### src/design/rfd_pkg.sv
// Shared types and constants of the frame deframer.
package rfd_pkg;

  // Byte region labels.
  localparam logic [1:0] REGION_HEADER  = 2'd0;
  localparam logic [1:0] REGION_META    = 2'd1;
  localparam logic [1:0] REGION_PAYLOAD = 2'd2;

  // Header error codes.
  localparam logic [1:0] ERR_NONE      = 2'd0;
  localparam logic [1:0] ERR_MAGIC     = 2'd1;
  localparam logic [1:0] ERR_OVERSIZE  = 2'd2;
  localparam logic [1:0] ERR_BAD_LEN   = 2'd3;

  // Configuration register indexes.
  localparam int unsigned CFG_IDX_W = 8;
  localparam logic [CFG_IDX_W-1:0] CFG_MAGIC_WORD     = 8'd0;
  localparam logic [CFG_IDX_W-1:0] CFG_MAX_BODY_BYTES = 8'd1;
  localparam int unsigned CFG_DATA_W = 32;

  // Fixed header layout.
  localparam int unsigned HDR_STORE_BYTES = 8;
  localparam int unsigned META_HI_IDX     = 8;
  localparam int unsigned META_LO_IDX     = 9;

  // Queue between front and back.
  localparam int unsigned QUEUE_DEPTH = 2;
  localparam int unsigned QPTR_W      = $clog2(QUEUE_DEPTH);

  typedef struct packed {
    logic [7:0]  byte_out;
    logic [1:0]  region;
    logic        header_done;
    logic [15:0] meta_length;
    logic [31:0] body_length;
    logic        frame_done;
    logic [1:0]  error_code;
  } rfd_item_t;

endpackage

### src/design/rfd_ifs.sv
// Channel interfaces of the frame deframer: byte input, result output, config writes.
interface rfd_byte_if;
  logic       valid;
  logic       ready;
  logic [7:0] data_byte;
  modport source (output valid, output data_byte, input ready);
  modport sink (input valid, input data_byte, output ready);
endinterface

interface rfd_res_if;
  logic        valid;
  logic        ready;
  logic [7:0]  byte_out;
  logic [1:0]  region;
  logic        header_done;
  logic [15:0] meta_length;
  logic [31:0] payload_length;
  logic        frame_done;
  logic [1:0]  error_code;
  modport source (output valid, output byte_out, output region, output header_done,
                  output meta_length, output payload_length, output frame_done,
                  output error_code, input ready);
  modport sink (input valid, input byte_out, input region, input header_done,
                input meta_length, input payload_length, input frame_done,
                input error_code, output ready);
endinterface

interface rfd_cfg_if;
  logic        valid;
  logic        ready;
  logic [7:0]  index;
  logic [31:0] wdata;
  modport source (output valid, output index, output wdata, input ready);
  modport sink (input valid, input index, input wdata, output ready);
endinterface

### src/design/rfd_front.sv
// Front end: accepts stream bytes, tracks header and body phase, checks the header.
module rfd_front #(
  parameter int unsigned HeaderBytes = 16
) (
  input  logic               clk_i,
  input  logic               rst_ni,
  rfd_byte_if.sink           in_i,
  input  logic [15:0]        magic_word_i,
  input  logic [31:0]        max_body_bytes_i,
  output rfd_pkg::rfd_item_t item_o,
  output logic               item_valid_o,
  input  logic               item_ready_i
);
  import rfd_pkg::*;

  localparam int unsigned HdrCntW = $clog2(HeaderBytes);
  localparam logic [HdrCntW-1:0] LastIdx   = HdrCntW'(HeaderBytes - 1);
  localparam logic [HdrCntW-1:0] StoreIdx  = HdrCntW'(HDR_STORE_BYTES);
  localparam logic [HdrCntW-1:0] MetaHiIdx = HdrCntW'(META_HI_IDX);
  localparam logic [HdrCntW-1:0] MetaLoIdx = HdrCntW'(META_LO_IDX);
  localparam logic [31:0] HdrLen   = 32'(HeaderBytes);
  localparam logic [31:0] HdrLenP1 = 32'(HeaderBytes + 1);

  logic               acc;
  logic [7:0]         b;
  logic [HdrCntW-1:0] hdr_cnt_q, hdr_cnt_d;
  logic               body_phase_q, body_phase_d;
  logic [31:0]        body_cnt_q, body_cnt_d;
  logic [31:0]        body_last_q, body_last_d;
  logic [63:0]        header_q, header_d;
  logic [15:0]        meta_q, meta_d;
  logic [31:0]        body_q, body_d;
  logic [31:0]        body_m1_q, body_m1_d;
  logic               short_q, short_d;
  logic               bad_magic_q, bad_magic_d;
  rfd_item_t          item;

  assign acc          = in_i.valid && item_ready_i;
  assign in_i.ready   = item_ready_i;
  assign item_valid_o = in_i.valid;
  assign item_o       = item;
  assign b            = in_i.data_byte;

  always_comb begin
    hdr_cnt_d    = hdr_cnt_q;
    body_phase_d = body_phase_q;
    body_cnt_d   = body_cnt_q;
    body_last_d  = body_last_q;
    header_d     = header_q;
    meta_d       = meta_q;
    body_d       = body_q;
    body_m1_d    = body_m1_q;
    short_d      = short_q;
    bad_magic_d  = bad_magic_q;

    item             = '0;
    item.byte_out    = b;
    item.region      = REGION_HEADER;
    item.error_code  = ERR_NONE;

    if (!body_phase_q) begin
      if (hdr_cnt_q < StoreIdx) begin
        header_d = {header_q[55:0], b};
      end
      if (hdr_cnt_q == MetaHiIdx || hdr_cnt_q == MetaLoIdx) begin
        meta_d = {meta_q[7:0], b};
      end
      // Once the first eight bytes are in, precompute the body length and magic checks.
      if (hdr_cnt_q == StoreIdx) begin
        body_d      = header_q[31:0] - HdrLen;
        body_m1_d   = header_q[31:0] - HdrLenP1;
        short_d     = header_q[31:0] < HdrLen;
        bad_magic_d = (header_q[63:48] != magic_word_i) || (header_q[47:32] != 16'd0);
      end
      if (hdr_cnt_q == LastIdx) begin
        hdr_cnt_d = '0;
        priority if (bad_magic_q) begin
          item.error_code = ERR_MAGIC;
        end else if (short_q || body_q >= max_body_bytes_i) begin
          item.error_code = ERR_OVERSIZE;
        end else if ({16'd0, meta_d} > body_q) begin
          item.error_code = ERR_BAD_LEN;
        end else begin
          item.header_done = 1'b1;
          item.meta_length = meta_d;
          item.body_length = body_q;
          if (body_q == 32'd0) begin
            item.frame_done = 1'b1;
          end else begin
            body_phase_d = 1'b1;
            body_cnt_d   = 32'd0;
            body_last_d  = body_m1_q;
          end
        end
      end else begin
        hdr_cnt_d = hdr_cnt_q + 1'b1;
      end
    end else begin
      item.region = (body_cnt_q < {16'd0, meta_q}) ? REGION_META : REGION_PAYLOAD;
      if (body_cnt_q == body_last_q) begin
        item.frame_done = 1'b1;
        body_phase_d    = 1'b0;
      end else begin
        body_cnt_d = body_cnt_q + 32'd1;
      end
    end
  end

  always_ff @(posedge clk_i or negedge rst_ni) begin
    if (!rst_ni) begin
      hdr_cnt_q    <= '0;
      body_phase_q <= 1'b0;
    end else if (acc) begin
      hdr_cnt_q    <= hdr_cnt_d;
      body_phase_q <= body_phase_d;
    end
  end

  always_ff @(posedge clk_i) begin
    if (acc) begin
      body_cnt_q  <= body_cnt_d;
      body_last_q <= body_last_d;
      header_q    <= header_d;
      meta_q      <= meta_d;
      body_q      <= body_d;
      body_m1_q   <= body_m1_d;
      short_q     <= short_d;
      bad_magic_q <= bad_magic_d;
    end
  end

endmodule

### src/design/rfd_queue.sv
// Two-entry queue that decouples the front end from the output stage.
module rfd_queue (
  input  logic               clk_i,
  input  logic               rst_ni,
  input  logic               push_valid_i,
  output logic               push_ready_o,
  input  rfd_pkg::rfd_item_t push_item_i,
  output logic               pop_valid_o,
  input  logic               pop_ready_i,
  output rfd_pkg::rfd_item_t pop_item_o
);
  import rfd_pkg::*;

  rfd_item_t         mem_q [QUEUE_DEPTH];
  logic [QPTR_W-1:0] wr_ptr_q, rd_ptr_q;
  logic [QPTR_W:0]   count_q, count_d;
  logic              push, pop;

  assign push_ready_o = count_q != (QPTR_W+1)'(QUEUE_DEPTH);
  assign pop_valid_o  = count_q != '0;
  assign push         = push_valid_i && push_ready_o;
  assign pop          = pop_valid_o && pop_ready_i;
  assign pop_item_o   = mem_q[rd_ptr_q];

  always_comb begin
    count_d = count_q;
    unique case ({push, pop})
      2'b10:   count_d = count_q + 1'b1;
      2'b01:   count_d = count_q - 1'b1;
      default: count_d = count_q;
    endcase
  end

  always_ff @(posedge clk_i or negedge rst_ni) begin
    if (!rst_ni) begin
      wr_ptr_q <= '0;
      rd_ptr_q <= '0;
      count_q  <= '0;
    end else begin
      count_q <= count_d;
      if (push) begin
        wr_ptr_q <= wr_ptr_q + 1'b1;
      end
      if (pop) begin
        rd_ptr_q <= rd_ptr_q + 1'b1;
      end
    end
  end

  always_ff @(posedge clk_i) begin
    if (push) begin
      mem_q[wr_ptr_q] <= push_item_i;
    end
  end

endmodule

### src/design/rfd_back.sv
// Back end: computes the payload length and holds the result word for the receiver.
module rfd_back (
  input  logic               clk_i,
  input  logic               rst_ni,
  input  logic               item_valid_i,
  output logic               item_ready_o,
  input  rfd_pkg::rfd_item_t item_i,
  rfd_res_if.source          out_o
);
  import rfd_pkg::*;

  logic        out_valid_q;
  logic        load;
  logic [7:0]  byte_q;
  logic [1:0]  region_q;
  logic        hdone_q;
  logic [15:0] meta_q;
  logic [31:0] plen_q, plen_d;
  logic        fdone_q;
  logic [1:0]  err_q;

  assign item_ready_o = !out_valid_q || out_o.ready;
  assign load         = item_valid_i && item_ready_o;
  // Both lengths are zero on words without header_done, so this yields zero there.
  assign plen_d       = item_i.body_length - {16'd0, item_i.meta_length};

  always_ff @(posedge clk_i or negedge rst_ni) begin
    if (!rst_ni) begin
      out_valid_q <= 1'b0;
    end else if (item_ready_o) begin
      out_valid_q <= item_valid_i;
    end
  end

  always_ff @(posedge clk_i) begin
    if (load) begin
      byte_q   <= item_i.byte_out;
      region_q <= item_i.region;
      hdone_q  <= item_i.header_done;
      meta_q   <= item_i.meta_length;
      plen_q   <= plen_d;
      fdone_q  <= item_i.frame_done;
      err_q    <= item_i.error_code;
    end
  end

  assign out_o.valid          = out_valid_q;
  assign out_o.byte_out       = byte_q;
  assign out_o.region         = region_q;
  assign out_o.header_done    = hdone_q;
  assign out_o.meta_length    = meta_q;
  assign out_o.payload_length = plen_q;
  assign out_o.frame_done     = fdone_q;
  assign out_o.error_code     = err_q;

endmodule

### src/design/rpc_frame_deframer_top.sv
// Top level of the length-prefixed frame deframer.
//
// The block takes one stream byte per word on in_i and returns exactly one
// result word per byte on out_o: the byte, its region (header, metadata or
// payload), and on the last header byte the check result with the metadata
// and payload lengths. The last byte of a good frame carries frame_done.
// A header that fails a check reports its error code and the next byte
// starts a new header. Configuration writes arrive on cfg_i, are always
// taken, and must only be issued while no byte is in flight; an unknown
// index is ignored.
//
// Throughput is one word per cycle while the receiver keeps out_o.ready
// high; the front end makes each byte decision with counter compares. A
// byte accepted on in_i is written into the two-entry queue and then into
// the output register. When the receiver stalls, the output register
// holds its word, the queue fills, and in_i.ready drops once both queue
// entries are taken. Reset empties the queue and the output register, puts
// the block in the header phase and loads the default register values
// (magic word zero, body limit all ones).
module rpc_frame_deframer_top #(
  parameter int unsigned HeaderBytes = 16
) (
  input  logic      clk_i,
  input  logic      rst_ni,
  rfd_byte_if.sink  in_i,
  rfd_res_if.source out_o,
  rfd_cfg_if.sink   cfg_i
);
  import rfd_pkg::*;

  logic [15:0] magic_word_q;
  logic [31:0] max_body_q;
  rfd_item_t   front_item, q_item;
  logic        front_valid, front_ready;
  logic        q_valid, q_ready;

  // Configuration registers; writes are always accepted.
  assign cfg_i.ready = 1'b1;

  always_ff @(posedge clk_i or negedge rst_ni) begin
    if (!rst_ni) begin
      magic_word_q <= 16'd0;
      max_body_q   <= 32'hFFFF_FFFF;
    end else if (cfg_i.valid) begin
      if (cfg_i.index == CFG_MAGIC_WORD) begin
        magic_word_q <= cfg_i.wdata[15:0];
      end
      if (cfg_i.index == CFG_MAX_BODY_BYTES) begin
        max_body_q <= cfg_i.wdata;
      end
    end
  end

  rfd_front #(
    .HeaderBytes(HeaderBytes)
  ) u_front (
    .clk_i           (clk_i),
    .rst_ni          (rst_ni),
    .in_i            (in_i),
    .magic_word_i    (magic_word_q),
    .max_body_bytes_i(max_body_q),
    .item_o          (front_item),
    .item_valid_o    (front_valid),
    .item_ready_i    (front_ready)
  );

  rfd_queue u_queue (
    .clk_i       (clk_i),
    .rst_ni      (rst_ni),
    .push_valid_i(front_valid),
    .push_ready_o(front_ready),
    .push_item_i (front_item),
    .pop_valid_o (q_valid),
    .pop_ready_i (q_ready),
    .pop_item_o  (q_item)
  );

  rfd_back u_back (
    .clk_i       (clk_i),
    .rst_ni      (rst_ni),
    .item_valid_i(q_valid),
    .item_ready_o(q_ready),
    .item_i      (q_item),
    .out_o       (out_o)
  );

  // A word taken from the queue is presented on the output in the next cycle.
  a_pop_shows: assert property (@(posedge clk_i) disable iff (!rst_ni)
    (q_valid && q_ready) |=> out_o.valid)
    else $error("queued word did not reach the output register");

  // A passing header is reported only on a header byte and never with an error.
  a_hdone_clean: assert property (@(posedge clk_i) disable iff (!rst_ni)
    (out_o.valid && out_o.header_done) |->
      (out_o.region == REGION_HEADER && out_o.error_code == ERR_NONE))
    else $error("header_done on a non-header byte or with an error");

  // A frame can end on a header byte only when that header passed.
  a_empty_body: assert property (@(posedge clk_i) disable iff (!rst_ni)
    (out_o.valid && out_o.frame_done && out_o.region == REGION_HEADER) |->
      (out_o.header_done && out_o.payload_length == 32'd0 &&
       out_o.meta_length == 16'd0))
    else $error("frame_done on a header byte without an empty passing frame");

endmodule

### src/flat_wrapper.sv
// flat-port wrapper written by rule: the top's interface ports become plain ports
module rpc_frame_deframer_top_flat import rfd_pkg::*;
#(
  parameter int unsigned HeaderBytes = 16
)
  (clk_i, rst_ni, in_i_valid, in_i_data_byte, in_i_ready, out_o_valid, out_o_byte_out, out_o_region, out_o_header_done, out_o_meta_length, out_o_payload_length, out_o_frame_done, out_o_error_code, out_o_ready, cfg_i_valid, cfg_i_index, cfg_i_wdata, cfg_i_ready);
  rfd_byte_if in_i_i ();
  rfd_res_if out_o_i ();
  rfd_cfg_if cfg_i_i ();
  input  logic clk_i;
  input  logic rst_ni;
  input wire logic [$bits(in_i_i.valid)-1:0] in_i_valid;
  input wire logic [$bits(in_i_i.data_byte)-1:0] in_i_data_byte;
  output wire logic [$bits(in_i_i.ready)-1:0] in_i_ready;
  output wire logic [$bits(out_o_i.valid)-1:0] out_o_valid;
  output wire logic [$bits(out_o_i.byte_out)-1:0] out_o_byte_out;
  output wire logic [$bits(out_o_i.region)-1:0] out_o_region;
  output wire logic [$bits(out_o_i.header_done)-1:0] out_o_header_done;
  output wire logic [$bits(out_o_i.meta_length)-1:0] out_o_meta_length;
  output wire logic [$bits(out_o_i.payload_length)-1:0] out_o_payload_length;
  output wire logic [$bits(out_o_i.frame_done)-1:0] out_o_frame_done;
  output wire logic [$bits(out_o_i.error_code)-1:0] out_o_error_code;
  input wire logic [$bits(out_o_i.ready)-1:0] out_o_ready;
  input wire logic [$bits(cfg_i_i.valid)-1:0] cfg_i_valid;
  input wire logic [$bits(cfg_i_i.index)-1:0] cfg_i_index;
  input wire logic [$bits(cfg_i_i.wdata)-1:0] cfg_i_wdata;
  output wire logic [$bits(cfg_i_i.ready)-1:0] cfg_i_ready;
  assign in_i_i.valid = in_i_valid;
  assign in_i_i.data_byte = in_i_data_byte;
  assign in_i_ready = in_i_i.ready;
  assign out_o_valid = out_o_i.valid;
  assign out_o_byte_out = out_o_i.byte_out;
  assign out_o_region = out_o_i.region;
  assign out_o_header_done = out_o_i.header_done;
  assign out_o_meta_length = out_o_i.meta_length;
  assign out_o_payload_length = out_o_i.payload_length;
  assign out_o_frame_done = out_o_i.frame_done;
  assign out_o_error_code = out_o_i.error_code;
  assign out_o_i.ready = out_o_ready;
  assign cfg_i_i.valid = cfg_i_valid;
  assign cfg_i_i.index = cfg_i_index;
  assign cfg_i_i.wdata = cfg_i_wdata;
  assign cfg_i_ready = cfg_i_i.ready;
  rpc_frame_deframer_top #(.HeaderBytes(HeaderBytes)) u_core (.clk_i(clk_i), .rst_ni(rst_ni), .in_i(in_i_i), .out_o(out_o_i), .cfg_i(cfg_i_i));
endmodule
### config.mk
export PLATFORM = sky130hd
export DESIGN_NAME = rpc_frame_deframer_top_flat
export DESIGN_NICKNAME = d
export VERILOG_FILES = /design/src/design/rfd_pkg.sv /design/src/design/rfd_ifs.sv /design/src/design/rfd_front.sv /design/src/design/rfd_queue.sv /design/src/design/rfd_back.sv /design/src/design/rpc_frame_deframer_top.sv /design/src/flat_wrapper.sv
export SDC_FILE = /design/constraint.sdc
export NUM_CORES = 1
export LEC_CHECK = 0
export BUFFER_PORTS_ARGS = -buffer_cell sky130_fd_sc_hd__buf_2
export CAP_MARGIN = 25
export CORE_MARGIN = 5
export CORE_UTILIZATION = 61
export CTS_BUF_LIST = sky130_fd_sc_hd__clkbuf_16
export CTS_CLUSTER_DIAMETER = 80
export DETAILED_ROUTE_END_ITERATION = 12
export GPL_ROUTABILITY_DRIVEN = 0
export GPL_TIMING_DRIVEN = 0
export PLACE_DENSITY = 0.79
export SKIP_CTS_REPAIR_TIMING = 1
export SKIP_LAST_GASP = 1
export SLEW_MARGIN = 20
export SYNTH_ARGS = -nofsm -noshare
export SYNTH_HDL_FRONTEND = slang
export SYNTH_SLANG_ARGS = --single-unit
### constraint.sdc
create_clock -name clk_i -period 12.7 [get_ports clk_i]
set_input_delay 3.81 -clock clk_i [delete_from_list [all_inputs] [get_ports clk_i]]
set_output_delay 3.81 -clock clk_i [all_outputs]
set_load 0.1 [all_outputs]
==> reports/results.env <==
PLACE.DETAILED.HPWL_MM=32.55
TIGHTESTPINTRANSITION_NS=0.8987
GRT_PASS1_VIAS=13000
CRITPATHKIND='in2reg'
WORST_SETUP_PATH_STARTPOINT='in_i_data_byte[1]'
WORST_PATH_MAX_DELAY_CELL='sky130_fd_sc_hd__nand4b_1'
GRT_SETUP_UNREPAIRED='false'
PIN_COUNT=118
PLACEMENT_ROWS=67
ROUTED-VIA-COUNT=12800
TRITONCTS_NUM_SINKS=454
FLOORPLAN.INITIALDENSITY=0.6174
FINAL_NET_COUNT=1829
SHARE_SEQ_OF_TOTAL_POWER=0.404
DETAILEDROUTE.FIRSTITERATIONVIOLATIONS=1198
SHARE_CLK_OF_TOTAL_POWER=0.237
TIMING.CRITICAL_PATH.MAX_DELAY_FAMILY='simple AND/OR/NAND/NOR gates'
CRIT_BUF_INV=3
CRIT_FANOUT=10
INTPOWER_mW=3.209
ASYNC_FLOP_SHARE=0.1278
GR-TOTAL-OVERFLOW=0
SETUP_TOTAL_NEGATIVE_SLACK_NS=0
LAYOUT-DRIVE-GT1-SHARE=0.1932
SYNTH_AREA_LEADERS='sky130_fd_sc_hd__edfxtp_1 (58%), sky130_fd_sc_hd__ha_1 (5.3%), sky130_fd_sc_hd__xor2_1 (4.3%), sky130_fd_sc_hd__mux2_2 (4.2%), sky130_fd_sc_hd__dfstp_2 (4.1%)'
LAYOUT_COMMON_CELLS='sky130_fd_sc_hd__edfxtp_1 (396), sky130_fd_sc_hd__buf_2 (118), sky130_fd_sc_hd__inv_1 (110), sky130_fd_sc_hd__nor2_1 (109), sky130_fd_sc_hd__xor2_1 (101)'
GRT_MAX_DEGREE=59
SYNTHCELLS=1513
CELLLEAKAGEPOWER_nW=8.897
WORST_HOLD_STAGES=0
CRITICAL_PATH_ARRIVAL_NS=6.86
PLACEDINSTANCEAREA_SQ_UM=22140
CTS_HTREE_LEVELS=2
LAYOUT.CELLS.NON_FILLER=2172
FINALSETUPVIOLATIONS=0
TIMING.REG2REG.WORST_PATH_DEPTH=14
CRITICAL_PATH.REG2REG.ENDPOINT='u_core.u_back.out_o.payload_length[28]$_DFFE_PP_'
GRT_PASS1_WL_MM=70.48
MIN_DELAY_WORST_ENDPOINT='u_core.u_front.body_last_q[28]$_DFFE_PP_'
WORST_IR_DROP_VDD_mV=0.2610
WORST_EP_REQUIRED_TIME_NS=13.07
CTS_MAX_PATH_BUFFERS=3
N_FILL_CELL=2207
MAX-CAP-VIOLATIONS=0
FINALWORSTPATHREQUIREDPERIOD_NS=6.492
CRITICAL_PATH.STARTPOINT_TYPE='primary input'
WORST_HOLD_PATH_TYPE='reg2reg'
YS_FF_LATCH=454
SYNTH_CELL_TYPES=70
LAYOUT.CELLS.MOST_COMMON='sky130_fd_sc_hd__edfxtp_1'
NUMBER_OF_ANTENNA_VIOLATIONS_AT_THE_FIRST_CHECK_IN_GLOBAL_ROUTING=0
PLACED_INSTANCES=2089
REG2REG_SLACK_NS=7.42
TRITONCTS='built'
AREA_OF_THE_CORE_SQ_UM=33450
TRITONCTS.NUM_BUFFERS=45
NUM_ANTENNA_CELLS=0
TRACK_USAGE=0.2358
LAYOUT_WORST_PATH_CYCLE_SHARE=0.5112
OUTCOME='finished, final reports clean'
DRT-WIRELENGTH-PER-CELL_UM=20.85
NUMPORTBUFFERS=116
FINAL_HOLD_VIOL_COUNT=0
FLOORPLAN.DIE.WIDTH_UM=194.0
DIEAREA_SQ_UM=37630
P_SWITCHING_mW=2.080
FINCLKSKEW_NS=0.02418
OVERALL_DIE_HEIGHT_UM=194.0
POST-ROUTE-DRC-COUNT=0
POST_SYNTH.CELL_AREA_AVG_SQ_UM=13.65
SYN_AREA_SQ_UM=20650
SYNTH_SEQ_AREA_SHARE=0.6480
POWER_PER_CELL_AREA_nW_PER_UM2=224.7
CLKTRANSATPATHREGS_NS=0.06
POST-SYNTH-TOP-AREA-FRACTION=0.5758
FINAL_DESIGN_AREA_NO_FILL_SQ_UM=23540
SYNTHESIZED_NETS=1654
WORST_R2R_STARTPOINT='u_core.u_queue.rd_ptr_q$_DFFE_PN0P_'
CLOCK_TREE.ROOT_CELL='sky130_fd_sc_hd__clkbuf_16'
VIAS_PER_CELL=5.892
HOLD_START='u_core.u_front.body_m1_q[28]$_DFFE_PP_'
CRITICAL_PATH.MAX_STAGE_DELAY_NS=0.50
WL_MM=45.28
EDFF_COUNT_SYNTH=396
SYNTH_TOP_AREA_CELL='sky130_fd_sc_hd__edfxtp_1'
DRV_SLEW=0
FIRSTDRTPASSITERS=6
CRITICAL_PATH_CELL_SEQUENCE='buf_2 -> nand2_1 -> o21ai_0 -> ha_1 -> nor2b_1 -> o211ai_1 -> a21oi_1 -> o31ai_1 -> a221oi_1 -> nand4b_1 -> inv_1 -> clkbuf_1 -> and2_1'
FMAX_MHz=154.0
NETSWITCHINGFRACTION=0.3932
ENDPOINT_KIND='register'
SHARE_COMB_OF_TOTAL_POWER=0.360
CLK-INSERTION-DELAY-LATE_NS=0.55
SYNTH-MAIN-FF-CELL='sky130_fd_sc_hd__edfxtp_1'
SLEW_HEADROOM=0.4009
SYNTH-WARNING-COUNT=0
AREA_GROWTH_SYN_TO_LAYOUT_PCT=14.00
POSTROUTEANTENNANETS=0
[registers in the layout, summed over array words and instances, names as in the netlist, 2 cells and up]
| signal | flops |
|---|---|
| u_core.u_back.out_o.byte_out | 8 |
| u_core.u_front.body_q | 32 |
| u_core.u_front.body_last_q | 32 |
| u_core.u_back.out_o.error_code | 2 |
| u_core.magic_word_q | 16 |
| u_core.u_back.out_o.region | 2 |
| u_core.u_front.body_cnt_q | 32 |
| u_core.u_front.header_q | 64 |
| u_core.u_queue.count_q | 2 |
| u_core.u_front.hdr_cnt_q | 4 |
| u_core.u_front.meta_q | 16 |
| u_core.u_front.body_m1_q | 32 |
| u_core.u_back.out_o.payload_length | 32 |
| u_core.u_queue.mem_q | 124 |
| u_core.u_back.out_o.meta_length | 16 |
| u_core.max_body_q | 32 |
[Yosys cell counts, types with 6 or more instances]
library cell               instances
sky130_fd_sc_hd__or3_1             8
sky130_fd_sc_hd__nand4_1          25
sky130_fd_sc_hd__nor3b_1           6
sky130_fd_sc_hd__dfrtp_1          26
sky130_fd_sc_hd__nor4_1           37
sky130_fd_sc_hd__edfxtp_1        396
sky130_fd_sc_hd__inv_1           102
sky130_fd_sc_hd__nand2_1          79
sky130_fd_sc_hd__and2_1           36
sky130_fd_sc_hd__nand3_1          22
sky130_fd_sc_hd__mux2i_1          32
sky130_fd_sc_hd__nor2_1          112
sky130_fd_sc_hd__nand2b_1          8
sky130_fd_sc_hd__o21ai_0          45
sky130_fd_sc_hd__xnor2_1          60
sky130_fd_sc_hd__nor2b_1           6
sky130_fd_sc_hd__mux2_2           77
sky130_fd_sc_hd__or4_1             6
sky130_fd_sc_hd__ha_1             87
sky130_fd_sc_hd__nor3_1           29
sky130_fd_sc_hd__buf_1             8
sky130_fd_sc_hd__xor2_1          101
sky130_fd_sc_hd__clkbuf_1         25
sky130_fd_sc_hd__a21oi_1          49
sky130_fd_sc_hd__a21o_1           14
sky130_fd_sc_hd__dfstp_2          32
sky130_fd_sc_hd__and3_1            9
[cell families after synthesis]
kind of cell	count (synthesis)	synth area share
AO/OA/AOI/OAI	148	0.04332
XOR/XNOR	161	0.06828
adder cells (fa/ha/maj)	88	0.05368
buffers and inverters	141	0.02636
flip-flops	454	0.6480
multiplexers	109	0.05750
other	1	0.0001816
AND/OR/NAND/NOR	411	0.1026
[layer usage]
layer	track usage	share of wire	vias to the layer above
met5	0	0	-
met4	0.07865	0.034	0
met3	0.03666	0.069	114
met2	0.4048	0.50	515
met1	0.3110	0.40	6292
li1	-	-	5877
[final cells by class]
cell class | count | area, sq um | share of cell area
clock buffers | 48 | 1201 | 0.05102
well taps | 448 | 560.5 | 0.02381
multi-input cells | 918 | 6785 | 0.2882
clock inverters | 35 | 198.9 | 0.008450
plain buffers | 38 | 157.7 | 0.006696
inverters | 103 | 386.6 | 0.01642
repair buffers | 128 | 869.6 | 0.03694
flip-flops and latches | 454 | 13380 | 0.5685
[stage by stage]
stage / worst slack, ns / hold WS, ns / utilization / power [mW]
final: 6.208 / 0.4184 / 0.7038 / 5.289
after global routing: 5.972 / 0.4249 / 0.7038 / 5.517
after CTS: 6.302 / 0.4192 / 0.7038 / 5.299
after detailed placement: 5.741 / 0.4045 / 0.6620 / 4.040
after global placement: 2.967 / 0.4034 / 0.6515 / 3.961
after floorplan: 4.721 / 0.4003 / - / 3.623
[worst max path at each step]
stage / slack (ns) / to / cells after the start
final: 6.21 / u_core.u_queue.mem_q[0][25]$_DFFE_PP_ / 13
after global routing: 5.97 / u_core.u_queue.mem_q[1][25]$_DFFE_PP_ / 13
after CTS: 6.30 / u_core.u_queue.mem_q[0][34]$_DFFE_PP_ / 13
after detailed placement: 5.74 / u_core.u_front.body_cnt_q[26]$_SDFFCE_PN0P_ / 12
after global placement: 2.97 / u_core.u_queue.count_q[1]$_DFFE_PN0P_ / 6
after floorplan: 4.72 / u_core.u_queue.count_q[1]$_DFFE_PN0P_ / 5
[power groups by stage]
stage                     clock, mW  sequential (mW)  combinational (mW)
after floorplan                   0             2.84               0.780
after global placement            0             2.18                1.78
after detailed placement          0             2.16                1.88
after CTS                      1.27             2.13                1.90
after global routing           1.34             2.16                2.02
final                          1.25             2.14                1.90
Note: power is estimated with default switching activity, not from simulation.
